[config.mk]
export PLATFORM = sky130hd
export DESIGN_NAME = ordered_list_insert_delete
export DESIGN_NICKNAME = d
export VERILOG_FILES = /design/src/sv/oli_pkg.sv /design/src/sv/oli_mem.sv /design/src/sv/oli_seq.sv /design/src/sv/ordered_list_insert_delete.sv
export SDC_FILE = /design/constraint.sdc
export NUM_CORES = 1
export LEC_CHECK = 0
export ABC_AREA = 1
export BUFFER_PORTS_ARGS = -buffer_cell sky130_fd_sc_hd__buf_2
export CORE_MARGIN = 4
export CORE_UTILIZATION = 48
export CTS_CLUSTER_SIZE = 40
export DETAILED_ROUTE_END_ITERATION = 10
export PLACE_DENSITY_LB_ADDON = 0.05
export SETUP_SLACK_MARGIN = 0.15
export SYNTH_ARGS = -nofsm -noshare
export SYNTH_HDL_FRONTEND = slang
export SYNTH_SLANG_ARGS = --single-unit
[constraint.sdc]
create_clock -name clk -period 5.3 [get_ports clk]
set_input_delay 0.795 -clock clk [delete_from_list [all_inputs] [get_ports clk]]
set_output_delay 0.795 -clock clk [all_outputs]
set_load 0.01 [all_outputs]
[src/sv/oli_pkg.sv]
// package: shared types and constants for the ordered list block
package oli_pkg;

	// default list capacity
	localparam int LIST_DEPTH = 16;

	// width of a stored value
	localparam int VALUE_W = 32;

	// request opcodes; code 3 is unused and ignored
	typedef enum logic [1:0] {
		MODE_INSERT = 2'd0,
		MODE_DELETE = 2'd1,
		MODE_DUMP   = 2'd2
	} mode_t;

	// result status codes
	typedef enum logic [2:0] {
		STATUS_DONE     = 3'd0,
		STATUS_NO_MATCH = 3'd1,
		STATUS_FULL     = 3'd2,
		STATUS_ENTRY    = 3'd3,
		STATUS_EMPTY    = 3'd4
	} status_t;

	// sequencer states
	typedef enum logic [2:0] {
		ST_IDLE,
		ST_SCAN_RD,
		ST_SCAN_CMP,
		ST_SHIFT_RD,
		ST_SHIFT_WR,
		ST_DUMP_RD,
		ST_DUMP_OUT
	} state_t;

	// request payload
	typedef struct packed {
		mode_t                     mode;
		logic signed [VALUE_W-1:0] value;
	} cmd_t;

	// result payload
	typedef struct packed {
		status_t                   status;
		logic signed [VALUE_W-1:0] entry_value;
		logic                      last;
	} result_t;

endpackage

[src/sv/oli_mem.sv]
// module: list entry storage, one write port and one registered read port
module oli_mem #(
	parameter int DEPTH = oli_pkg::LIST_DEPTH,
	parameter int AW    = (DEPTH > 1) ? $clog2(DEPTH) : 1
) (
	input  logic                       clk,
	input  logic                       wr_en,
	input  logic [AW-1:0]              wr_addr,
	input  logic [oli_pkg::VALUE_W-1:0] wr_data,
	input  logic                       rd_en,
	input  logic [AW-1:0]              rd_addr,
	output logic [oli_pkg::VALUE_W-1:0] rd_data
);

	logic [oli_pkg::VALUE_W-1:0] mem_q [DEPTH];
	logic [oli_pkg::VALUE_W-1:0] rd_data_q;

	// write port
	always_ff @(posedge clk) begin
		if (wr_en) begin
			mem_q[wr_addr] <= wr_data;
		end
	end

	// registered read port
	always_ff @(posedge clk) begin
		if (rd_en) begin
			rd_data_q <= mem_q[rd_addr];
		end
	end

	assign rd_data = rd_data_q;

endmodule

[src/sv/oli_seq.sv]
// module: sequencer with shared index and compare unit for the ordered list
module oli_seq #(
	parameter int DEPTH = oli_pkg::LIST_DEPTH,
	parameter int AW    = (DEPTH > 1) ? $clog2(DEPTH) : 1,
	parameter int CW    = $clog2(DEPTH + 1)
) (
	input  logic                        clk,
	input  logic                        arst_n,
	input  logic                        start,
	output logic                        busy,
	input  oli_pkg::cmd_t               cmd,
	output logic                        strobe,
	output oli_pkg::result_t            result,
	output logic                        wr_en,
	output logic [AW-1:0]               wr_addr,
	output logic [oli_pkg::VALUE_W-1:0] wr_data,
	output logic                        rd_en,
	output logic [AW-1:0]               rd_addr,
	input  logic [oli_pkg::VALUE_W-1:0] rd_data
);

	oli_pkg::state_t             state_q, state_d;
	logic [AW-1:0]               idx_q, idx_d;
	logic [AW-1:0]               dst_q, dst_d;
	logic [CW-1:0]               count_q, count_d;
	logic [oli_pkg::VALUE_W-1:0] value_q;
	logic                        strobe_q;
	oli_pkg::result_t            result_q;

	logic                        accept;
	logic [CW-1:0]               idx_inc;
	logic                        more;
	logic                        match;
	logic                        full;
	logic                        emit;
	oli_pkg::result_t            emit_res;

	assign busy   = (state_q != oli_pkg::ST_IDLE);
	assign accept = start && !busy;

	// shared unit: index step, bound check and value compare
	assign idx_inc = CW'(idx_q) + CW'(1);
	assign more    = (idx_inc < count_q);
	assign match   = (rd_data == value_q);
	assign full    = (count_q == CW'(DEPTH));

	// next state
	always_comb begin
		state_d = state_q;
		case (state_q)
			oli_pkg::ST_IDLE: begin
				if (accept && (count_q != '0)) begin
					case (cmd.mode)
						oli_pkg::MODE_DELETE: state_d = oli_pkg::ST_SCAN_RD;
						oli_pkg::MODE_DUMP:   state_d = oli_pkg::ST_DUMP_RD;
						default:              state_d = oli_pkg::ST_IDLE;
					endcase
				end
			end
			oli_pkg::ST_SCAN_RD:  state_d = oli_pkg::ST_SCAN_CMP;
			oli_pkg::ST_SCAN_CMP: begin
				if (match) begin
					state_d = more ? oli_pkg::ST_SHIFT_RD : oli_pkg::ST_IDLE;
				end else begin
					state_d = more ? oli_pkg::ST_SCAN_RD : oli_pkg::ST_IDLE;
				end
			end
			oli_pkg::ST_SHIFT_RD: state_d = oli_pkg::ST_SHIFT_WR;
			oli_pkg::ST_SHIFT_WR: state_d = more ? oli_pkg::ST_SHIFT_RD : oli_pkg::ST_IDLE;
			oli_pkg::ST_DUMP_RD:  state_d = oli_pkg::ST_DUMP_OUT;
			oli_pkg::ST_DUMP_OUT: state_d = more ? oli_pkg::ST_DUMP_RD : oli_pkg::ST_IDLE;
			default:              state_d = oli_pkg::ST_IDLE;
		endcase
	end

	// datapath controls and results
	always_comb begin
		idx_d                = idx_q;
		dst_d                = dst_q;
		count_d              = count_q;
		wr_en                = 1'b0;
		wr_addr              = dst_q;
		wr_data              = rd_data;
		rd_en                = 1'b0;
		rd_addr              = idx_q;
		emit                 = 1'b0;
		emit_res.status      = oli_pkg::STATUS_DONE;
		emit_res.entry_value = '0;
		emit_res.last        = 1'b1;
		case (state_q)
			oli_pkg::ST_IDLE: begin
				idx_d = '0;
				if (accept) begin
					case (cmd.mode)
						oli_pkg::MODE_INSERT: begin
							emit = 1'b1;
							if (full) begin
								emit_res.status = oli_pkg::STATUS_FULL;
							end else begin
								wr_en   = 1'b1;
								wr_addr = count_q[AW-1:0];
								wr_data = cmd.value;
								count_d = count_q + CW'(1);
							end
						end
						oli_pkg::MODE_DELETE: begin
							if (count_q == '0) begin
								emit            = 1'b1;
								emit_res.status = oli_pkg::STATUS_NO_MATCH;
							end
						end
						oli_pkg::MODE_DUMP: begin
							if (count_q == '0) begin
								emit            = 1'b1;
								emit_res.status = oli_pkg::STATUS_EMPTY;
							end
						end
						default: begin
							emit = 1'b0;
						end
					endcase
				end
			end
			oli_pkg::ST_SCAN_RD: begin
				rd_en = 1'b1;
			end
			oli_pkg::ST_SCAN_CMP: begin
				if (match) begin
					if (more) begin
						dst_d = idx_q;
						idx_d = idx_inc[AW-1:0];
					end else begin
						count_d = count_q - CW'(1);
						emit    = 1'b1;
					end
				end else if (more) begin
					idx_d = idx_inc[AW-1:0];
				end else begin
					emit            = 1'b1;
					emit_res.status = oli_pkg::STATUS_NO_MATCH;
				end
			end
			oli_pkg::ST_SHIFT_RD: begin
				rd_en = 1'b1;
			end
			oli_pkg::ST_SHIFT_WR: begin
				wr_en = 1'b1;
				if (more) begin
					dst_d = idx_q;
					idx_d = idx_inc[AW-1:0];
				end else begin
					count_d = count_q - CW'(1);
					emit    = 1'b1;
				end
			end
			oli_pkg::ST_DUMP_RD: begin
				rd_en = 1'b1;
			end
			oli_pkg::ST_DUMP_OUT: begin
				emit                 = 1'b1;
				emit_res.status      = oli_pkg::STATUS_ENTRY;
				emit_res.entry_value = rd_data;
				emit_res.last        = !more;
				if (more) begin
					idx_d = idx_inc[AW-1:0];
				end
			end
			default: begin
				emit = 1'b0;
			end
		endcase
	end

	// control registers
	always_ff @(posedge clk or negedge arst_n) begin
		if (!arst_n) begin
			state_q  <= oli_pkg::ST_IDLE;
			idx_q    <= '0;
			dst_q    <= '0;
			count_q  <= '0;
			strobe_q <= 1'b0;
		end else begin
			state_q  <= state_d;
			idx_q    <= idx_d;
			dst_q    <= dst_d;
			count_q  <= count_d;
			strobe_q <= emit;
		end
	end

	// payload registers
	always_ff @(posedge clk) begin
		if (accept) begin
			value_q <= cmd.value;
		end
		if (emit) begin
			result_q <= emit_res;
		end
	end

	assign strobe = strobe_q;
	assign result = result_q;

endmodule

[src/sv/ordered_list_insert_delete.sv]
// module: top level of the bounded ordered list with insert, delete and dump
//
// A request is taken when start is high and busy is low. An insert finishes in
// the cycle it is taken (busy stays low) and its status is strobed in the next
// cycle. A delete walks the list head first through the single read port of
// the entry memory. It reads and compares each entry up to the match, then
// reads each later entry and moves it up one place to close the gap. Each
// entry is either compared or moved, never both. A dump reads each entry and
// then gives it as a result. The registered memory read puts a read state
// before each compare, move or result. Every result is on the result port for
// exactly one cycle with strobe high; the receiver cannot stall, so it must
// take each one. The final result of a request has last set.
module ordered_list_insert_delete #(
	parameter int LIST_DEPTH = oli_pkg::LIST_DEPTH
) (
	input  logic             clk,
	input  logic             arst_n,
	input  logic             start,
	output logic             busy,
	input  oli_pkg::cmd_t    cmd,
	output logic             strobe,
	output oli_pkg::result_t result
);

	localparam int AW = (LIST_DEPTH > 1) ? $clog2(LIST_DEPTH) : 1;
	localparam int CW = $clog2(LIST_DEPTH + 1);

	logic                        wr_en;
	logic [AW-1:0]               wr_addr;
	logic [oli_pkg::VALUE_W-1:0] wr_data;
	logic                        rd_en;
	logic [AW-1:0]               rd_addr;
	logic [oli_pkg::VALUE_W-1:0] rd_data;

	// sequencer
	oli_seq #(
		.DEPTH (LIST_DEPTH),
		.AW    (AW),
		.CW    (CW)
	) u_seq (
		.clk     (clk),
		.arst_n  (arst_n),
		.start   (start),
		.busy    (busy),
		.cmd     (cmd),
		.strobe  (strobe),
		.result  (result),
		.wr_en   (wr_en),
		.wr_addr (wr_addr),
		.wr_data (wr_data),
		.rd_en   (rd_en),
		.rd_addr (rd_addr),
		.rd_data (rd_data)
	);

	// entry storage
	oli_mem #(
		.DEPTH (LIST_DEPTH),
		.AW    (AW)
	) u_mem (
		.clk     (clk),
		.wr_en   (wr_en),
		.wr_addr (wr_addr),
		.wr_data (wr_data),
		.rd_en   (rd_en),
		.rd_addr (rd_addr),
		.rd_data (rd_data)
	);

`ifndef ASSERT_OFF
	// an insert always answers in the next cycle with a final result
	a_insert_answer: assert property (@(posedge clk) disable iff (!arst_n)
		start && !busy && (cmd.mode == oli_pkg::MODE_INSERT) |=> strobe && result.last)
		else $error("insert did not answer in the next cycle");

	// only list entries carry a value and can be non-final
	a_status_only: assert property (@(posedge clk) disable iff (!arst_n)
		strobe && (result.status != oli_pkg::STATUS_ENTRY) |->
		result.last && (result.entry_value == '0))
		else $error("status result not final or carries a value");

	// the final result of a request leaves the block ready
	a_last_frees: assert property (@(posedge clk) disable iff (!arst_n)
		strobe && result.last |-> !busy)
		else $error("busy after final result");
`endif

endmodule

==> Yosys cells after proc, flatten, opt, wreduce, memory -nomap -nowiden <==
Memories as Yosys holds them, arrays and structs flattened. A register that Yosys moved wholly into a read port is not among the register bits.
Cells that the tools add are included.
{ "word_totals": {"ff_bits": 85, "output_inout_bits": 38, "input_bits": 37, "elab_cells": 95, "ram_bits": 512, "n_memories": 1} }
{ "op_classes": {"order_cmp": 1, "reduce_logical": 19, "n_mux": 46, "eq_ne": 16, "n_addsub": 3} }
{ "mem_list": {"columns": ["memory", "words", "width", "read_ports", "rd_clocked_by_memory_dff", "wr", "line_no", "source"], "rows": [
  ["u_mem.mem_q", 16, 32, 1, 1, 1, "oli_mem.sv:15", "logic [oli_pkg::VALUE_W-1:0] mem_q [DEPTH];"]
]} }
{ "op_table": {"columns": ["operator", "count"], "rows": [
  ["$mux W32", 4],
  ["$eq A32 B32 Y1", 1],
  ["$mux W4", 7],
  ["$mux W5", 5],
  ["$pmux W3 S7", 1],
  ["$mux W3", 6],
  ["$pmux W3 S3", 2],
  ["$pmux W4 S2", 2],
  ["$pmux W5 S3", 1],
  ["$mux W1", 12],
  ["$eq A3 B3 Y1 const B", 3],
  ["$ne A2 B1 Y1 const B", 4],
  ["$eq A3 B2 Y1 const B", 2],
  ["$pmux W3 S2", 1],
  ["$reduce_bool A3 Y1", 2],
  ["$reduce_or A3 Y1", 2],
  ["$add A4 B1 Y5 const B", 1],
  ["$add A5 B1 Y5 const B", 1],
  ["$eq A5 B5 Y1 const B", 1],
  ["$logic_not A5 Y1", 1],
  ["$lt A5 B5 Y1", 1],
  ["$reduce_and A5 Y1", 1],
  ["$reduce_bool A5 Y1", 1],
  ["$sub A5 B1 Y5 const B", 1],
  ["14 further kinds", 22]
]} }

==> Longest topological paths before layout <==
{ "depth": {"word_depth": 7, "depth_mapped": 19, "mapped_depth_nobuf": 15} }

==> Hierarchy <==
From an unflattened synthesis, not the netlist that was laid out.
{ "hier_totals": {"cells_unflattened": 2574, "hier_area_um2": 27375.0} }
{ "by_module_without_submodules": {"columns": ["mod", "area_per_inst_um2", "cells_each", "seq_area_each_um2", "instances"], "rows": [
  ["oli_mem", 23050.9, 2120, 16335.7, 1],
  ["oli_seq", 4324.1, 454, 2467.4, 1]
]} }

==> Worst setup path after synthesis <==
Ideal clock, no wire load.
{ "synth_path": {"kind": "register to register", "start": "reg u_seq.idx_q[0], in the netlist u_seq.rd_addr[0]", "end": "reg u_seq.result_q (netlist bit u_seq.result[0]) (enable)", "arrival_ns": 4.468, "setup_time_ns": 0.481, "synth_period_minus_slack_ns": 4.949, "setup_slack_ns": 0.351, "path_buffers": 4, "t_required_ns": 4.819, "path_stages_with_launch": 15, "path_cell_list": "dfrtp_1 buf_4 buf_6 buf_6 buf_2 nand3_1 xor2_1 inv_1 ha_1 nand2_1 inv_1 o21ai_0 nand3_1 inv_2 o21ai_0"} }
{ "synth_via": {"elab_chain_cells": 4} }
{ "synth_lines": {"columns": ["element", "line_no", "source"], "rows": [
  ["start, declared", "oli_seq.sv:23", "logic [AW-1:0] idx_q, idx_d;"],
  ["start signal, assigned", "oli_seq.sv:184", "idx_q <= idx_d;"],
  ["$add A4 B1 Y5", "oli_seq.sv:42", "assign idx_inc = CW'(idx_q) + CW'(1);"],
  ["$lt A5 B5 Y1", "oli_seq.sv:43", "assign more = (idx_inc < count_q);"],
  ["$mux W1", "oli_seq.sv:129, oli_seq.sv:136, oli_seq.sv:148", null],
  ["$pmux W1 S3", "oli_seq.sv:90", "case (state_q)"],
  ["via u_seq.emit", "oli_seq.sv:35", "logic emit;"],
  ["end signal, assigned", "oli_seq.sv:197", "result_q <= emit_res;"],
  ["end, declared", "oli_seq.sv:28", "oli_pkg::result_t result_q;"]
]} }
The timed path passes the listed nets, and every way through them passes these cells.
A chain may end at the register's enable or synchronous reset.

==> Worst setup path in the final report <==
{ "layout_path": {"start": "reg u_seq.count_q[1]", "end": "mem u_mem.mem_q[14][13] (netlist bit) (enable)"} }
{ "layout_via": {"elab_chain_cells": 7, "word_cells_on_any_way": 11, "classes_between": "1 x eq/ne; 10 x mux"} }
{ "layout_lines": {"columns": ["element", "line_no", "source"], "rows": [
  ["start, declared", "oli_seq.sv:25", "logic [CW-1:0] count_q, count_d;"],
  ["start signal, assigned", "oli_seq.sv:186", "count_q <= count_d;"],
  ["$eq A5 B5 Y1", "oli_seq.sv:45", "assign full = (count_q == CW'(DEPTH));"],
  ["$mux W1", "oli_seq.sv:97", "if (full) begin"],
  ["$mux W1", "oli_seq.sv:94", "case (cmd.mode)"],
  ["$mux W1", "oli_seq.sv:93", "if (accept) begin"],
  ["$pmux W1 S2", "oli_seq.sv:90", null],
  ["$mux W1", "oli_mem.sv:20", "if (wr_en) begin"],
  ["$mux W1 (implied by the code)", "oli_mem.sv:21", "mem_q[wr_addr] <= wr_data;"],
  ["end, declared", "oli_mem.sv:15", null]
]} }
Several ways; a longest one is shown, not always the timed one.

==> impl_metrics.py <==
metrics = {
    "power": {
        "p_sw_share_pct": 33.8,
        "clkPwrFrac_pct": 29.1,
        "combPwrFrac_pct": 26.3,
        "power_frac_seq_pct": 44.6,
        "ir_drop_v": 0.000279,
        "cellLeakagePower_nw": 9.77,
        "fin_total_pwr_mw": 15.6,
        "cellPowerDensity_nw_per_um2": 547,
        "internal_power_mw": 10.3,
        "p_sw_mw": 5.28,
    },
    "placed_design": {
        "portBuffers": 74,
        "dp_hpwl_um": 38900,
        "globalplace.congestion": 0.821,
        "dpl_cell_area_um2": 26500,
        "dp_cells": 2620,
    },
    "layout": {
        "finish.net_count": 2061,
        "postLayoutCellArea_um2": 28600,
        "diodes": 0,
        "finalNonFillerCells": 2737,
        "drive_above_1_share_pct": 12.6,
        "layout_common_cells": "612 x edfxtp_1, 399 x nor2_1, 262 x o21ai_0",
        "fill_cells": 4365,
        "final_common_cell": "edfxtp_1",
        "syn_to_final_growth_pct": 13.0,
    },
    "global_route": {
        "grtUsageMet3_pct": 4.51,
        "grt_first_pass_wirelength_um": 98000,
        "grt_use_total_pct": 23.1,
        "grt_max_degree": 114,
        "met1_usage_pct": 34.7,
        "antenna_found_initial": 0,
        "grt_pass1_vias": 15101,
        "grtUsageMet2_pct": 35.4,
        "overflow": 0,
        "busiest_layer": "met2",
    },
    "logic_synthesis": {
        "netlist_top_cells_area": "edfxtp_1 73%, nor2_1 6.2%, o21ai_0 5.2%",
        "synth_edf_count": 612,
        "yosysSeqAreaShare_pct": 74.4,
        "yosysWarnings": 0,
        "synth-seq-cells": 629,
        "synth_ff_type": "edfxtp_1",
        "avgSynthCellArea_um2": 13.0,
        "synth_top_cell_by_area": "edfxtp_1",
        "synth_area_um2": 25300,
        "synth_cell_types": 36,
        "async_flop_share_pct": 2.70,
        "synth_top_area_share_pct": 72.7,
        "syn_inst": 1943,
        "synth_fp_nets": 1994,
    },
    "timing": {
        "finalHoldViolations": 0,
        "setup_viol": 0,
        "fmax_ghz": 0.277,
        "rsz0062_at_grt": "false",
        "tns_ns": 0,
        "skew_ns": 0.0252,
        "fin_crit_ns": 3.61,
        "worstMarginPinSlew_ns": 1.27,
        "layout_worst_path_cycle_share_pct": 68.0,
        "finalMaxSlewViolations": 0,
        "slew_headroom_pct": 15.4,
    },
    "clock_network": {
        "ctsResizeCount": 0,
        "cts_sinks": 629,
        "h-tree-depth": 3,
        "hold_buffers": 0,
        "cts_buffer_depth": 3,
        "clockRootBuffer": "clkbuf_16",
        "clk_pin_slew_ns": 0.06,
        "postCtsSetupRepairBufs": 0,
        "clk-insertion-delay-late_ns": 0.60,
        "cts_buffers": 68,
        "cts_tree": "yes",
    },
    "worst_hold_path": {
        "hp-class": "primary input to asynchronous set/reset pin",
    },
    "setup_path": {
        "end_kind": "register",
        "setup.worst_path.start_class": "register",
        "crit_type": "register to register",
        "cp_max_fo": 42,
        "critPathArrivalTime_ns": 3.80,
        "required_ns": 5.49,
    },
    "run_status": {
        "status": "completed",
    },
    "routing": {
        "routedWlPerCell_um": 24.0,
        "drt_iter0_markers": 1542,
        "vias": 15679,
        "drc_errors": 0,
        "postRouteAntennaNets": 0,
        "wl_um": 65700,
        "drtPass1Iterations": 5,
        "vias_per_cell": 5.73,
    },
    "floorplan": {
        "die_x_um": 238,
        "die_height_um": 238,
        "num_rows": 83,
        "ios": 75,
        "start_util_pct": 48.9,
        "coreArea_um2": 51700,
        "die-area_um2": 56400,
    },
    "run": {
        "cap_violations": 0,
    },
}
[flip-flops by register name, summed over array words and instances, names as in the netlist]
name / cells
u_seq.state_q: 3
u_seq.dst_q: 4
u_seq.value_q: 32
u_seq.result: 36
u_mem.mem_q: 512
u_seq.rd_addr: 4
u_seq.strobe: 1
u_mem.rd_data: 32
u_seq.count_q: 5
[synth_stat cells, types with 30 or more instances]
| master | number |
|---|---|
| o21ai_0 | 263 |
| inv_1 | 74 |
| buf_2 | 32 |
| o22ai_1 | 67 |
| mux2i_1 | 30 |
| nor2_1 | 415 |
| nand2_1 | 98 |
| edfxtp_1 | 612 |
| clkbuf_1 | 54 |
| o221ai_1 | 30 |
| a21oi_1 | 48 |
| nand3_1 | 76 |
[power by group through the flow]
stage          Combinational (mW)  Sequential (mW)  Clock (mW)
4_1_cts                      4.13             6.97        4.62
5_1_grt                      4.50             7.01        4.83
3_3_place_gp                 4.08             7.05           0
6_report                     4.11             6.97        4.55
3_5_place_dp                 4.12             7.07           0
2_1_floorplan                2.50             6.97           0
[final cells by class]
cell class                      instances  area (um2)  area share [%]
Sequential cell                       629       18800            65.9
Inverter                               77         294            1.03
Timing Repair Buffer                  111         661            2.31
Multi-Input combinational cell       1123        5840            20.4
Tap cell                              680         851            2.98
Clock inverter                         36         313            1.10
Clock buffer                           81        1790            6.28
[routing by layer]
metal  vias up  share of wire (%)  wire (um)
met5         -                  0          0
met4         0                1.9       1260
met3        96                6.3       4140
met2       489                 45      29800
met1      7905                 46      30500
li1       7189                  -          -
[per-stage QoR]
step / hold slack, ns / worst slack, ns / utilization [%]
CTS: 0.122 / 1.66 / 55.2
global placement: 0.463 / 1.30 / 51.2
floorplan: 0.442 / 0.351 / -
global route: 0.141 / 1.43 / 55.2
finish: 0.135 / 1.69 / 55.2
detailed placement: 0.464 / 1.25 / 51.2
[worst paths after layout]
| path | start | to | slack (ns) | cells past startpoint |
|---|---|---|---|---|
| worst max register to register | u_seq.count_q[1]$_DFFE_PN0P_ | u_mem.mem_q[14][13]$_DFFE_PP_ | 1.69 | 6 |
| min in group clk | cmd[24] | u_seq.value_q[24]$_DFFE_PP_ | 0.40 | 1 |
| worst max-delay path | u_seq.count_q[1]$_DFFE_PN0P_ | u_mem.mem_q[14][13]$_DFFE_PP_ | 1.69 | 6 |
| worst min register to register | u_seq.dst_q[1]$_DFFE_PN0P_ | u_seq.dst_q[1]$_DFFE_PN0P_ | 0.48 | 2 |
| max in group asynchronous | arst_n | u_seq.rd_addr[0]$_DFFE_PN0P_ | 4.82 | 1 |
| worst min-delay path | arst_n | u_seq.count_q[3]$_DFFE_PN0P_ | 0.13 | 1 |
[logic make-up (layout without fill, tap and decap cells)]
group                    Yosys count  in the layout  synth area share, %
flip-flops                       629            629                 74.4
AND/OR/NAND/NOR                  610            610                 9.76
AO/OA/AOI/OAI                    440            440                 9.56
buffers and inverters            191            305                 3.40
multiplexers                      30             30                 1.19
XOR/XNOR                          29             29                 1.00
adder cells (fa/ha/maj)           14             14                0.723
[worst max-delay path, stage by stage (launching register included)]
cell and delay, ns:
dfrtp_1 0.51, inv_1 0.13, nand4_1 0.19, nand3_4 0.51
o21ai_1 0.47, nand2_1 0.31, nor2_4 1.05
(Power assumes the default switching activity.)
